[config.mk]
export PLATFORM = sky130hd
export DESIGN_NAME = antialiased_line_rasterizer_unit
export DESIGN_NICKNAME = d
export VERILOG_FILES = /design/src/rtl/alr_pkg.sv /design/src/rtl/alr_dp.sv /design/src/rtl/alr_ctrl.sv /design/src/rtl/antialiased_line_rasterizer_unit.sv
export SDC_FILE = /design/constraint.sdc
export NUM_CORES = 1
export LEC_CHECK = 0
export ABC_AREA = 1
export BUFFER_PORTS_ARGS = -buffer_cell sky130_fd_sc_hd__buf_2
export CAP_MARGIN = 10
export CORE_ASPECT_RATIO = 1.25
export CORE_MARGIN = 5
export CORE_UTILIZATION = 40
export CTS_CLUSTER_DIAMETER = 120
export DETAILED_ROUTE_END_ITERATION = 16
export HOLD_SLACK_MARGIN = 0.15
export PLACE_DENSITY = 0.53
export SLEW_MARGIN = 20
export SYNTH_ARGS = -nofsm -noshare
export SYNTH_HDL_FRONTEND = slang
export SYNTH_HIERARCHICAL = 1
export SYNTH_SLANG_ARGS = --single-unit
[constraint.sdc]
create_clock -name aclk -period 5.63 [get_ports aclk]
set_clock_uncertainty 0.05 [all_clocks]
set_input_delay 0.2815 -clock aclk [delete_from_list [all_inputs] [get_ports aclk]]
set_output_delay 0.2815 -clock aclk [all_outputs]
set_load 0.01 [all_outputs]
[src/rtl/alr_pkg.sv]
// ----------------------------------------------------------------------------
// alr_pkg
// Shared constants and types of the anti-aliased line rasterizer.
// ----------------------------------------------------------------------------
package alr_pkg;

    localparam int COORD_BITS_DEF = 12;
    localparam int FRAC_BITS_DEF  = 16;
    localparam int ALPHA_W        = 8;

    localparam logic [ALPHA_W-1:0] ALPHA_HALF = 8'd127;
    localparam logic [ALPHA_W-1:0] ALPHA_FULL = 8'd255;

    typedef enum logic {
        CMD_START = 1'b0,
        CMD_STEP  = 1'b1
    } cmd_t;

    typedef struct packed {
        logic load;
        logic setup;
        logic div_step;
        logic finish;
        logic emit_first;
        logic emit_body;
        logic emit_final;
    } alr_cmd_t;

    typedef struct packed {
        logic room;
        logic col_more;
    } alr_stat_t;

endpackage

[src/rtl/alr_dp.sv]
// ----------------------------------------------------------------------------
// alr_dp
// Datapath: endpoint setup, serial gradient divider, row accumulator,
// coverage computation and a two-entry result queue.
// ----------------------------------------------------------------------------
module alr_dp import alr_pkg::*; #(
    parameter int COORD_BITS = COORD_BITS_DEF,
    parameter int FRAC_BITS  = FRAC_BITS_DEF,
    localparam int PIX_W     = 2 * (COORD_BITS + 1) + ALPHA_W,
    localparam int TDATA_W   = ((PIX_W + 7) / 8) * 8
) (
    input  logic                    aclk,
    input  logic                    aresetn,
    input  alr_cmd_t                cmd,
    output alr_stat_t               stat,
    input  logic [4*COORD_BITS-1:0] ends,
    output logic                    m_tvalid,
    input  logic                    m_tready,
    output logic [TDATA_W-1:0]      m_tdata,
    output logic                    m_tlast
);

    localparam int C     = COORD_BITS;
    localparam int F     = FRAC_BITS;
    localparam int A     = C + F + 1;
    localparam int ENT_W = PIX_W + 1;

    logic signed [C-1:0] x0_reg, y0_reg, x1_reg, y1_reg;
    logic                steep_reg;
    logic signed [C-1:0] column_reg, last_column_reg, first_row_reg, last_row_reg;
    logic [C-1:0]        divisor_reg;
    logic [C:0]          rem_reg;
    logic [F:0]          quo_reg;
    logic                neg_reg;
    logic                zero_reg;
    logic signed [F+1:0] slope_reg;
    logic signed [A-1:0] acc_reg;
    logic [ENT_W-1:0]    q0_reg, q1_reg;
    logic [1:0]          cnt_reg;

    logic signed [C:0]   dxs, dys, maj_d, min_d, dy_ord, dx_w, dy_mag, adx_w, ady_w;
    logic                steep_w, swap_w;
    logic signed [C-1:0] pa_maj, pa_min, pb_maj, pb_min;
    logic [C:0]          rem_sub, rem_sel;
    logic                ge;
    logic signed [F+1:0] q_ext, slope_w;
    logic signed [A-1:0] acc_init;
    logic signed [C:0]   col_ext, col_inc, row, row1;
    logic [F-1:0]        frac;
    logic [F+7:0]        prod, full;
    logic [ALPHA_W-1:0]  a0, a1;
    logic [ENT_W-1:0]    p0, p1, r0, r1;
    logic [1:0]          new_n;
    logic                pop;

    function automatic logic [ENT_W-1:0] pixel(input logic steep,
                                               input logic signed [C:0] maj,
                                               input logic signed [C:0] mnr,
                                               input logic [ALPHA_W-1:0] alpha,
                                               input logic last);
        logic [ENT_W-1:0] r;
        if (steep) begin
            r = {last, alpha, maj, mnr};
        end else begin
            r = {last, alpha, mnr, maj};
        end
        return r;
    endfunction

    // Endpoint setup: axis swap for steep lines, ordering by major coordinate.
    always_comb begin
        dxs     = {x1_reg[C-1], x1_reg} - {x0_reg[C-1], x0_reg};
        dys     = {y1_reg[C-1], y1_reg} - {y0_reg[C-1], y0_reg};
        adx_w   = dxs[C] ? -dxs : dxs;
        ady_w   = dys[C] ? -dys : dys;
        steep_w = $unsigned(ady_w) > $unsigned(adx_w);
        maj_d   = steep_w ? dys : dxs;
        min_d   = steep_w ? dxs : dys;
        swap_w  = maj_d[C];
        dx_w    = swap_w ? -maj_d : maj_d;
        dy_ord  = swap_w ? -min_d : min_d;
        dy_mag  = dy_ord[C] ? -dy_ord : dy_ord;
        pa_maj  = steep_w ? y0_reg : x0_reg;
        pa_min  = steep_w ? x0_reg : y0_reg;
        pb_maj  = steep_w ? y1_reg : x1_reg;
        pb_min  = steep_w ? x1_reg : y1_reg;
    end

    // One restoring division step per cycle.
    always_comb begin
        ge      = rem_reg >= {1'b0, divisor_reg};
        rem_sub = rem_reg - {1'b0, divisor_reg};
        rem_sel = ge ? rem_sub : rem_reg;
    end

    always_comb begin
        q_ext    = {1'b0, quo_reg};
        if (zero_reg) begin
            slope_w = {2'b01, {F{1'b0}}};
        end else begin
            slope_w = neg_reg ? -q_ext : q_ext;
        end
        acc_init = {first_row_reg[C-1], first_row_reg, {F{1'b0}}}
                 + {{(A-F-2){slope_w[F+1]}}, slope_w};
    end

    always_comb begin
        col_ext = {column_reg[C-1], column_reg};
        col_inc = col_ext + {{C{1'b0}}, 1'b1};
        frac    = acc_reg[F-1:0];
        row     = acc_reg[A-1:F];
        row1    = row + {{C{1'b0}}, 1'b1};
        prod    = {frac, 8'b0} - {8'b0, frac};
        full    = {ALPHA_FULL, {F{1'b0}}} - prod;
        a1      = prod[F+7:F];
        a0      = full[F+7:F];
    end

    assign stat.col_more = col_inc < $signed({last_column_reg[C-1], last_column_reg});
    assign stat.room     = (cnt_reg == 2'd0) || ((cnt_reg == 2'd1) && m_tready);

    always_comb begin
        p0    = '0;
        p1    = '0;
        new_n = 2'd0;
        priority if (cmd.emit_first) begin
            p0    = pixel(steep_reg, col_ext, {first_row_reg[C-1], first_row_reg},
                          ALPHA_HALF, 1'b0);
            new_n = 2'd1;
        end else if (cmd.emit_final) begin
            p0    = pixel(steep_reg, {last_column_reg[C-1], last_column_reg},
                          {last_row_reg[C-1], last_row_reg}, ALPHA_HALF, 1'b1);
            new_n = 2'd1;
        end else if (cmd.emit_body) begin
            p0    = pixel(steep_reg, col_ext, row, a0, 1'b0);
            p1    = pixel(steep_reg, col_ext, row1, a1, 1'b0);
            new_n = {1'b0, a0 != '0} + {1'b0, a1 != '0};
        end else begin
            new_n = 2'd0;
        end
        if (cmd.emit_body && (a0 == '0)) begin
            r0 = p1;
        end else begin
            r0 = p0;
        end
        r1 = p1;
    end

    always_ff @(posedge aclk) begin
        if (cmd.load) begin
            x0_reg <= ends[C-1:0];
            y0_reg <= ends[2*C-1:C];
            x1_reg <= ends[3*C-1:2*C];
            y1_reg <= ends[4*C-1:3*C];
        end
        if (cmd.setup) begin
            steep_reg       <= steep_w;
            column_reg      <= swap_w ? pb_maj : pa_maj;
            first_row_reg   <= swap_w ? pb_min : pa_min;
            last_column_reg <= swap_w ? pa_maj : pb_maj;
            last_row_reg    <= swap_w ? pa_min : pb_min;
            divisor_reg     <= dx_w[C-1:0];
            rem_reg         <= {1'b0, dy_mag[C-1:0]};
            quo_reg         <= '0;
            neg_reg         <= dy_ord[C];
            zero_reg        <= dx_w == '0;
        end
        if (cmd.div_step) begin
            rem_reg <= {rem_sel[C-1:0], 1'b0};
            quo_reg <= {quo_reg[F-1:0], ge};
        end
        if (cmd.finish) begin
            slope_reg <= slope_w;
            acc_reg   <= acc_init;
        end
        if (cmd.emit_first || cmd.emit_body) begin
            column_reg <= col_inc[C-1:0];
        end
        if (cmd.emit_body) begin
            acc_reg <= acc_reg + {{(A-F-2){slope_reg[F+1]}}, slope_reg};
        end
    end

    assign pop = m_tvalid && m_tready;

    always_ff @(posedge aclk) begin
        if (!aresetn) begin
            cnt_reg <= 2'd0;
        end else if (cmd.emit_first || cmd.emit_body || cmd.emit_final) begin
            cnt_reg <= new_n;
        end else if (pop) begin
            cnt_reg <= cnt_reg - 2'd1;
        end
    end

    always_ff @(posedge aclk) begin
        if (cmd.emit_first || cmd.emit_body || cmd.emit_final) begin
            q0_reg <= r0;
            q1_reg <= r1;
        end else if (pop) begin
            q0_reg <= q1_reg;
        end
    end

    assign m_tvalid = cnt_reg != 2'd0;
    assign m_tdata  = TDATA_W'(q0_reg[PIX_W-1:0]);
    assign m_tlast  = q0_reg[PIX_W];

endmodule

[src/rtl/alr_ctrl.sv]
// ----------------------------------------------------------------------------
// alr_ctrl
// Controller: line phases, divider sequencing and input handshake.
// ----------------------------------------------------------------------------
module alr_ctrl import alr_pkg::*; #(
    parameter int FRAC_BITS = FRAC_BITS_DEF
) (
    input  logic      aclk,
    input  logic      aresetn,
    input  logic      s_tvalid,
    output logic      s_tready,
    input  logic      s_tuser,
    input  alr_stat_t stat,
    output alr_cmd_t  cmd
);

    localparam int CNT_W = $clog2(FRAC_BITS + 1);

    typedef enum logic [2:0] {
        ST_IDLE,
        ST_SETUP,
        ST_DIV,
        ST_FINISH,
        ST_FIRST,
        ST_BODY,
        ST_FINAL
    } state_t;

    state_t           state_reg, state_next;
    logic [CNT_W-1:0] cnt_reg, cnt_next;
    logic             open_w, accept, is_start;

    assign open_w   = (state_reg == ST_IDLE) || (state_reg == ST_FIRST)
                   || (state_reg == ST_BODY) || (state_reg == ST_FINAL);
    assign s_tready = open_w && stat.room;
    assign accept   = s_tvalid && s_tready;
    assign is_start = s_tuser == CMD_START;

    always_comb begin
        state_next     = state_reg;
        cnt_next       = cnt_reg;
        cmd            = '0;
        cmd.load       = accept && is_start;
        cmd.emit_first = accept && !is_start && (state_reg == ST_FIRST);
        cmd.emit_body  = accept && !is_start && (state_reg == ST_BODY);
        cmd.emit_final = accept && !is_start && (state_reg == ST_FINAL);
        unique case (state_reg)
            ST_SETUP: begin
                cmd.setup  = 1'b1;
                cnt_next   = '0;
                state_next = ST_DIV;
            end
            ST_DIV: begin
                cmd.div_step = 1'b1;
                cnt_next     = cnt_reg + CNT_W'(1);
                if (cnt_reg == CNT_W'(FRAC_BITS)) begin
                    state_next = ST_FINISH;
                end
            end
            ST_FINISH: begin
                cmd.finish = 1'b1;
                state_next = ST_FIRST;
            end
            ST_IDLE, ST_FIRST, ST_BODY, ST_FINAL: begin
                if (accept && is_start) begin
                    state_next = ST_SETUP;
                end else if (accept) begin
                    priority case (state_reg)
                        ST_FIRST, ST_BODY: begin
                            state_next = stat.col_more ? ST_BODY : ST_FINAL;
                        end
                        ST_FINAL: begin
                            state_next = ST_IDLE;
                        end
                        default: begin
                            state_next = state_reg;
                        end
                    endcase
                end
            end
            default: begin
                state_next = ST_IDLE;
            end
        endcase
    end

    always_ff @(posedge aclk) begin
        if (!aresetn) begin
            state_reg <= ST_IDLE;
            cnt_reg   <= '0;
        end else begin
            state_reg <= state_next;
            cnt_reg   <= cnt_next;
        end
    end

endmodule

[src/rtl/antialiased_line_rasterizer_unit.sv]
// ----------------------------------------------------------------------------
// antialiased_line_rasterizer_unit
// Anti-aliased line rasterizer with fixed-point gradient and alpha coverage.
//
//   Channel  Dir  Contents
//   s_       in   tuser: command; tdata: start_x, start_y, end_x, end_y
//   m_       out  tdata: pixel_x, pixel_y, alpha; tlast: last_pixel
//
// After a start request is taken, input ready stays low through the setup,
// restoring division and finish states that form the gradient.
// A step request that yields two pixels holds off the next request until
// the two-entry result queue is down to one entry that is being taken.
// Reset is synchronous and returns the unit to idle with an empty queue.
// ----------------------------------------------------------------------------
module antialiased_line_rasterizer_unit import alr_pkg::*; #(
    parameter int COORD_BITS = COORD_BITS_DEF,
    parameter int FRAC_BITS  = FRAC_BITS_DEF,
    localparam int IN_W      = ((4 * COORD_BITS + 7) / 8) * 8,
    localparam int PIX_W     = 2 * (COORD_BITS + 1) + ALPHA_W,
    localparam int OUT_W     = ((PIX_W + 7) / 8) * 8
) (
    input  logic             aclk,
    input  logic             aresetn,
    input  logic             s_tvalid,
    output logic             s_tready,
    input  logic [IN_W-1:0]  s_tdata,   // start_x, start_y, end_x, end_y
    input  logic             s_tuser,   // command
    output logic             m_tvalid,
    input  logic             m_tready,
    output logic [OUT_W-1:0] m_tdata,   // pixel_x, pixel_y, alpha
    output logic             m_tlast
);

    alr_cmd_t  cmd;
    alr_stat_t stat;

    alr_ctrl #(
        .FRAC_BITS(FRAC_BITS)
    ) u_ctrl (
        .aclk    (aclk),
        .aresetn (aresetn),
        .s_tvalid(s_tvalid),
        .s_tready(s_tready),
        .s_tuser (s_tuser),
        .stat    (stat),
        .cmd     (cmd)
    );

    alr_dp #(
        .COORD_BITS(COORD_BITS),
        .FRAC_BITS (FRAC_BITS)
    ) u_dp (
        .aclk    (aclk),
        .aresetn (aresetn),
        .cmd     (cmd),
        .stat    (stat),
        .ends    (s_tdata[4*COORD_BITS-1:0]),
        .m_tvalid(m_tvalid),
        .m_tready(m_tready),
        .m_tdata (m_tdata),
        .m_tlast (m_tlast)
    );

    localparam int ALPHA_LSB = 2 * (COORD_BITS + 1);

    a_start_blocks: assert property (@(posedge aclk) disable iff (!aresetn)
        (s_tvalid && s_tready && (s_tuser == CMD_START)) |=> !s_tready)
        else $error("input ready while gradient is being formed");

    a_alpha_nonzero: assert property (@(posedge aclk) disable iff (!aresetn)
        m_tvalid |-> (m_tdata[ALPHA_LSB +: ALPHA_W] != '0))
        else $error("zero-coverage pixel presented");

    a_last_half: assert property (@(posedge aclk) disable iff (!aresetn)
        (m_tvalid && m_tlast) |-> (m_tdata[ALPHA_LSB +: ALPHA_W] == ALPHA_HALF))
        else $error("endpoint pixel with wrong coverage");

endmodule

==> impl_metrics.env, run 1 <==
export IMPL_period_share_pct=94.3
export IMPL_drive_above_1_share_pct=11.8
export IMPL_r2r_start="u_dp/x0_reg[7]"
export IMPL_wl_per_cell_um=16.7
export IMPL_max_stage_delay_ns=0.38
export IMPL_ios=96
export IMPL_r2r_end="u_dp/rem_reg[9]"
export IMPL_rr_worst_depth=35
export IMPL_hpwlAfterDp_mm=47.6
export IMPL_die_h_um=265
export IMPL_critPathLaunch="u_dp/x0_reg[7]"
export IMPL_status="finished, final reports clean"
export IMPL_syn_avg_cell_area_um2=7.48
export IMPL_place_gp_congestion=0.894
export IMPL_drtIter0Drc=1274
export IMPL_maxCapViolCount=0
export IMPL_syn_cell_area_um2=20900
export IMPL_period_minus_slack_ns=5.31
export IMPL_max_freq_mhz=188
export IMPL_tns_ns=0
export IMPL_cts_sinks=267
export IMPL_stdcell_count=3636
export IMPL_port_buffers=89
export IMPL_ys_flop_type="edfxtp_1"
export IMPL_seq_area_frac_synth_pct=37.9
export IMPL_grt_pass1_wl_mm=95.6
export IMPL_drtPass1Iterations=6
export IMPL_grt_max_degree=86
export IMPL_cts_buffers=30
export IMPL_numPlacedInstances=3513
export IMPL_antenna_found_initial=0
export IMPL_drv_slew=0
export IMPL_crit_arrival_ns=5.59
export IMPL_critPathCaptureType="flip-flop"
export IMPL_crit_required_ns=5.91
export IMPL_final_hold_violation_count=0
export IMPL_clk_latency_ns=0.62
export IMPL_worst_slew_pin_transition_ns=0.963
export IMPL_track_usage_pct=20.4
export IMPL_antenna_left=0
export IMPL_vias=18900
export IMPL_critPathMostFrequentCell="nand2_1"
export IMPL_areaGrowthSynthToFinish_pct=15.6
export IMPL_root_buffer="clkbuf_16"
export IMPL_tritoncts="built"
export IMPL_critPathMaxFanout=6
export IMPL_drt_wl_total_mm=60.8
export IMPL_fillers=5201
export IMPL_synth_edff_count=256
export IMPL_ys_warn_count=6
export IMPL_slowest_stage="edfxtp_1"
export IMPL_grt_pass1_vias=18000
export IMPL_diodes=0
export IMPL_synthCells=2789
export IMPL_maxSlewHeadroom_pct=35.7
export IMPL_hold_path_class="input port to flip-flop"
export IMPL_setup_viol=0
export IMPL_rows=93
export IMPL_die_w_um=214
export IMPL_die_area_um2=56900
export IMPL_clkTransAtPathRegs_ns=0.07
export IMPL_async_flop_share_pct=0
export IMPL_drc=0
export IMPL_num_nets_final=3130
export IMPL_endpoint="u_dp/rem_reg[9]"
export IMPL_core_area_um2=51700
export IMPL_overflow=0
export IMPL_cts_htree_levels=1
export IMPL_start_util_pct=40.4
export IMPL_rrSetupSlack_ns=0.32
export IMPL_largest_register_ffs=35
export IMPL_start_kind="flip-flop"
export IMPL_ys_seq_elements=267
export IMPL_clockBufferDepth=3
export IMPL_viasPerCell=5.19
export IMPL_synth_distinct_cells=68
export IMPL_path_class="flip-flop to flip-flop"
worst min-delay path by stage:
stage | from | to | slack (ns) | cells after the start
global route | s_tuser | u_ctrl/state_reg[2] | 0.26 | 7
global placement | u_ctrl/cnt_reg[3] | u_ctrl/cnt_reg[3] | 0.40 | 1
floorplan | s_tdata[0] | u_dp/x0_reg[0] | 0.33 | 0
detailed placement | s_tdata[13] | u_dp/y0_reg[1] | 0.41 | 1
CTS | s_tuser | u_ctrl/state_reg[1] | 0.20 | 7
finish | s_tuser | u_ctrl/state_reg[2] | 0.23 | 7
worst max-delay path, delay by kind of cell, from the launching register on:
family,cells,cell delay [ns]
XOR/XNOR,2,0.39
flip-flops,1,0.38
AND/OR/NAND/NOR,22,2.19
AO/OA/AOI/OAI,3,0.73
adder cells (fa/ha/maj),3,0.83
buffers and inverters,5,0.44
synth_stat cells, drive strengths merged, types with 2 or more instances:
master,n,area (um2)
o21bai,8,63.8
nand3b,7,52.6
or3,2,12.5
nand4,59,384
dfxtp,11,220
a211oi,4,30.0
a31oi,9,56.3
nor3,31,165
o211ai,21,158
a21o,4,30.0
o221ai,16,140
xnor2,29,254
ha,124,1550
buf,36,251
o21ai,277,1430
inv,406,1520
o22ai,11,68.8
a21boi,5,37.5
nand2,756,2910
o21a,5,37.5
clkbuf,57,214
nor4,8,50.1
mux2i,2,20.0
xor2,71,629
o31ai,4,30.0
nor2,214,887
a21oi,172,876
nand3,152,811
nor3b,2,15.0
o2111ai,2,17.5
fa,5,100
edfxtp,256,7690
or2,6,37.5
and3,5,31.3
logic make-up (layout without fill, tap and decap cells):
kind of cell	count (synthesis)	count (layout)	synth area share, %
adder cells (fa/ha/maj)	129	129	7.91
other	1	6	0.0180
flip-flops	267	267	37.9
AO/OA/AOI/OAI	547	547	14.6
XOR/XNOR	100	100	4.23
AND/OR/NAND/NOR	1243	1244	25.7
multiplexers	2	2	0.0959
buffers and inverters	500	676	9.55
cell usage in the layout, fill, tap and decap left out, types with 68 or more instances in the layout:
cell type	n
a21oi_1	169
nand2_1	709
inv_1	390
buf_2	89
nand3_1	141
o21ai_0	248
xor2_1	69
edfxtp_1	256
buf_4	68
nor2_1	190
ha_1	116
stage by stage:
| stage | util (%) | hold slack [ns] | cell area (um2) | setup slack, ns |
|---|---|---|---|---|
| 4_1_cts | 45.9 | 0.199 | 23700 | 0.0138 |
| 2_1_floorplan | - | 0.330 | 20900 | 0.521 |
| 3_3_place_gp | 42.9 | 0.403 | 22200 | -0.0765 |
| 6_report | 46.7 | 0.226 | 24100 | 0.320 |
| 5_1_grt | 46.7 | 0.262 | 24100 | -0.0529 |
| 3_5_place_dp | 42.9 | 0.410 | 22200 | -0.0970 |
final cells by class:
class	instances	area (um2)	share of cell area, %
multi-input combinational	2028	11300	47.0
clock buffer	34	766	3.17
sequential	267	7910	32.8
inverter	407	1530	6.35
timing repair buffer	214	1530	6.35
clock inverter	21	225	0.934
tap	665	832	3.45
routing by layer:
metal / wire length [um] / GRT usage, %
met5: 0 / 0
met4: 1620 / 5.54
met3: 2280 / 2.04
met1: 26500 / 26.1
met2: 30500 / 37.0
timing repair:
| item | 4_1_cts | 5_1_grt |
|---|---|---|
| hold buffers | 52 | 0 |
| hold endpoints to repair | 63 | 0 |
| setup endpoints to repair | 8 | 29 |
| pin swaps | 0 | 21 |
| gates resized for setup | 9 | 69 |
| gates cloned | 0 | 1 |
| setup buffers | 0 | 15 |
Power of run 1 is left out: the tool's default activity adds up to more than one toggle a clock period on the data nets, which glitch-free logic cannot reach.
==> inputs of run 2 (changes only) <==
--- a/config.mk
+++ b/config.mk
@@ -6,9 +6,8 @@
 export NUM_CORES = 1
 export LEC_CHECK = 0
-export ABC_AREA = 1
 export BUFFER_PORTS_ARGS = -buffer_cell sky130_fd_sc_hd__buf_2
 export CAP_MARGIN = 10
 export CORE_ASPECT_RATIO = 1.25
-export CORE_MARGIN = 5
+export CORE_MARGIN = 4
 export CORE_UTILIZATION = 40
 export CTS_CLUSTER_DIAMETER = 120
--- a/constraint.sdc
+++ b/constraint.sdc
@@ -3,3 +3,3 @@
 set_input_delay 0.2815 -clock aclk [delete_from_list [all_inputs] [get_ports aclk]]
 set_output_delay 0.2815 -clock aclk [all_outputs]
-set_load 0.01 [all_outputs]
+set_load 0.05 [all_outputs]
==> impl_metrics.env, run 2 <==
export IMPL_drtIter0Drc=1132
export IMPL_synth_area_leaders="edfxtp_1 (37%), ha_1 (7.6%), mux2i_1 (6.1%)"
export IMPL_start_kind="flip-flop"
export IMPL_start_util_pct=40.5
export IMPL_seq_area_frac_synth_pct=38.5
export IMPL_die_w_um=211
export IMPL_diodes=0
export IMPL_tns_ns=-1.31
export IMPL_cts_sinks=267
export IMPL_multi_input_area_um2=12300
export IMPL_setup_viol=11
export IMPL_syn_cell_area_um2=20500
export IMPL_place_gp_congestion=0.935
export IMPL_synth_edff_count=256
export IMPL_synth_distinct_cells=104
export IMPL_numPlacedInstances=3118
export IMPL_clkTransAtPathRegs_ns=0.06
export IMPL_async_flop_share_pct=0
export IMPL_fillers=4754
export IMPL_rows=92
export IMPL_vias=17800
export IMPL_grt_pass1_vias=17800
export IMPL_tritoncts="built"
export IMPL_die_area_um2=55000
export IMPL_root_buffer="clkbuf_16"
export IMPL_critPathCaptureType="flip-flop"
export IMPL_max_freq_mhz=171
export IMPL_clk_latency_ns=0.60
export IMPL_max_stage_delay_ns=0.55
export IMPL_drv_slew=0
export IMPL_final_common_cell="buf_4"
export IMPL_final_hold_violation_count=0
export IMPL_viasPerCell=5.50
export IMPL_path_class="flip-flop to flip-flop"
export IMPL_synth_most_common_cell="edfxtp_1"
export IMPL_largest_register_ffs=35
export IMPL_violations="setup timing"
export IMPL_hold_path_class="input port to flip-flop"
export IMPL_cts_buffers=30
export IMPL_core_area_um2=50600
export IMPL_antenna_found_initial=0
export IMPL_cts_htree_levels=1
export IMPL_ios=96
export IMPL_critPathMaxFanout=5
export IMPL_drive_above_1_share_pct=23.6
export IMPL_die_h_um=261
export IMPL_period_share_pct=104
export IMPL_track_usage_pct=21.3
export IMPL_post_synth_top_area_fraction_pct=37.5
export IMPL_drtPass1Iterations=5
export IMPL_port_buffers=89
export IMPL_synthCells=2199
export IMPL_worst_slew_pin_transition_ns=0.908
export IMPL_wl_per_cell_um=18.7
export IMPL_syn_avg_cell_area_um2=9.33
export IMPL_maxSlewHeadroom_pct=39.3
export IMPL_slowest_stage="or4b_4"
export IMPL_rsz0062_at_grt="yes"
export IMPL_period_minus_slack_ns=5.84
export IMPL_antenna_left=0
export IMPL_maxCapViolCount=0
export IMPL_num_nets_final=2752
export IMPL_crit_arrival_ns=6.11
export IMPL_synth_area_leader_cell="edfxtp_1"
export IMPL_grt_pass1_wl_mm=95.3
export IMPL_ys_warn_count=6
export IMPL_synth_common_cells="edfxtp_1 (256), nor2_1 (204), nand2_1 (186)"
export IMPL_rrSetupSlack_ns=-0.21
export IMPL_worst_slack_ns=-0.215
export IMPL_ys_flop_type="edfxtp_1"
export IMPL_crit_required_ns=5.90
export IMPL_areaGrowthSynthToFinish_pct=26.0
export IMPL_ys_seq_elements=267
export IMPL_hpwlAfterDp_mm=46.8
export IMPL_drc=0
export IMPL_mostFrequentLayoutCells="buf_4 (293), edfxtp_1 (256), nor2_1 (195), nand2_1 (182), a21oi_1 (160)"
export IMPL_clockBufferDepth=3
export IMPL_overflow=0
export IMPL_stdcell_count=3247
export IMPL_grt_max_degree=61
export IMPL_drt_wl_total_mm=60.6
export IMPL_status="complete, but fails checks"
export IMPL_final_util_pct=51.1
export IMPL_regArea_um2=7910
[run 2: cell types whose count changed in the layout (fill, tap and decap cells not counted), moves of 21 or more]
cell	previous run	this run
nand4_1	58	25
nor2b_1	0	30
mux2i_1	2	115
nand3_1	141	54
nand2_2	40	1
a211oi_1	4	31
mux2_2	0	21
xnor2_1	25	90
buf_4	68	293
and2_1	0	32
inv_1	390	115
o21ai_0	248	88
o21a_1	5	27
nand2_1	709	182
[run 2: worst paths after layout]
path / start / end / depth (start not counted)
worst max-delay path: u_dp/y0_reg[1] / u_dp/rem_reg[6] / 28
worst min-delay path: s_tvalid / u_ctrl/state_reg[0] / 4
worst max register to register: u_dp/y0_reg[1] / u_dp/rem_reg[6] / 28
worst min register to register: u_ctrl/cnt_reg[2] / u_ctrl/cnt_reg[2] / 1
[run 2: cell type report]
cell class                      instances  area share (%)
Clock buffer                           35            2.97
Clock inverter                         16           0.537
Inverter                              128            1.89
Multi-Input combinational cell       1697            47.7
Sequential cell                       267            30.6
Tap cell                              658            3.18
Timing Repair Buffer                  446            13.1
[run 2: routing by layer]
layer  wire (um)  part of all wire (%)  vias to the layer above  GRT usage, %
met5           0                     0                        -             0
met3        1940                   3.2                      102          1.69
met1       26000                    43                     8544          26.9
met2       30600                    50                      347          38.5
li1            -                     -                     8856             -
met4        2130                   3.5                        0          7.51
[run 2: worst max-delay path, delay by kind of cell (launching register included)]
kind	cells	cell delay, ns
DFF	1	0.43
muxes	1	0.07
AOI/OAI and AO/OA	9	1.52
buffers and inverters	3	0.26
xor gates and xnor gates	2	0.29
adders and majority gates	3	0.64
and+or+nand+nor	10	2.29
[run 2: timing repair]
| item | CTS | global route |
|---|---|---|
| buffers inserted | 10 | 19 |
| endpoints found under the setup margin | 34 | 57 |
| endpoints found under the hold margin | 58 | 0 |
| hold buffers | 49 | 0 |
| gates cloned | 0 | 1 |
| pin swaps | 29 | 26 |
| resized for setup | 41 | 85 |
[run 2: cell families after synthesis]
family / Yosys count / share of synthesized area, %
flops: 267 / 38.5
fa+ha+maj: 129 / 8.05
mux: 148 / 7.35
compound gates: 568 / 18.3
xor+xnor: 147 / 6.27
other cells: 1 / 0.0183
simple gates: 699 / 16.8
buf+inv: 240 / 4.65
[run 2: stage by stage]
| step | cell area (um2) | hold slack (ns) | setup slack (ns) |
|---|---|---|---|
| final | 25900 | 0.251 | -0.215 |
| after global routing | 25900 | 0.271 | -0.473 |
| after CTS | 25400 | 0.208 | -0.190 |
| after detailed placement | 23700 | 0.410 | -0.434 |
| after global placement | 23700 | 0.409 | -0.330 |
| after floorplan | 20800 | 0.330 | -0.843 |
Power of run 2 is left out for the same reason.
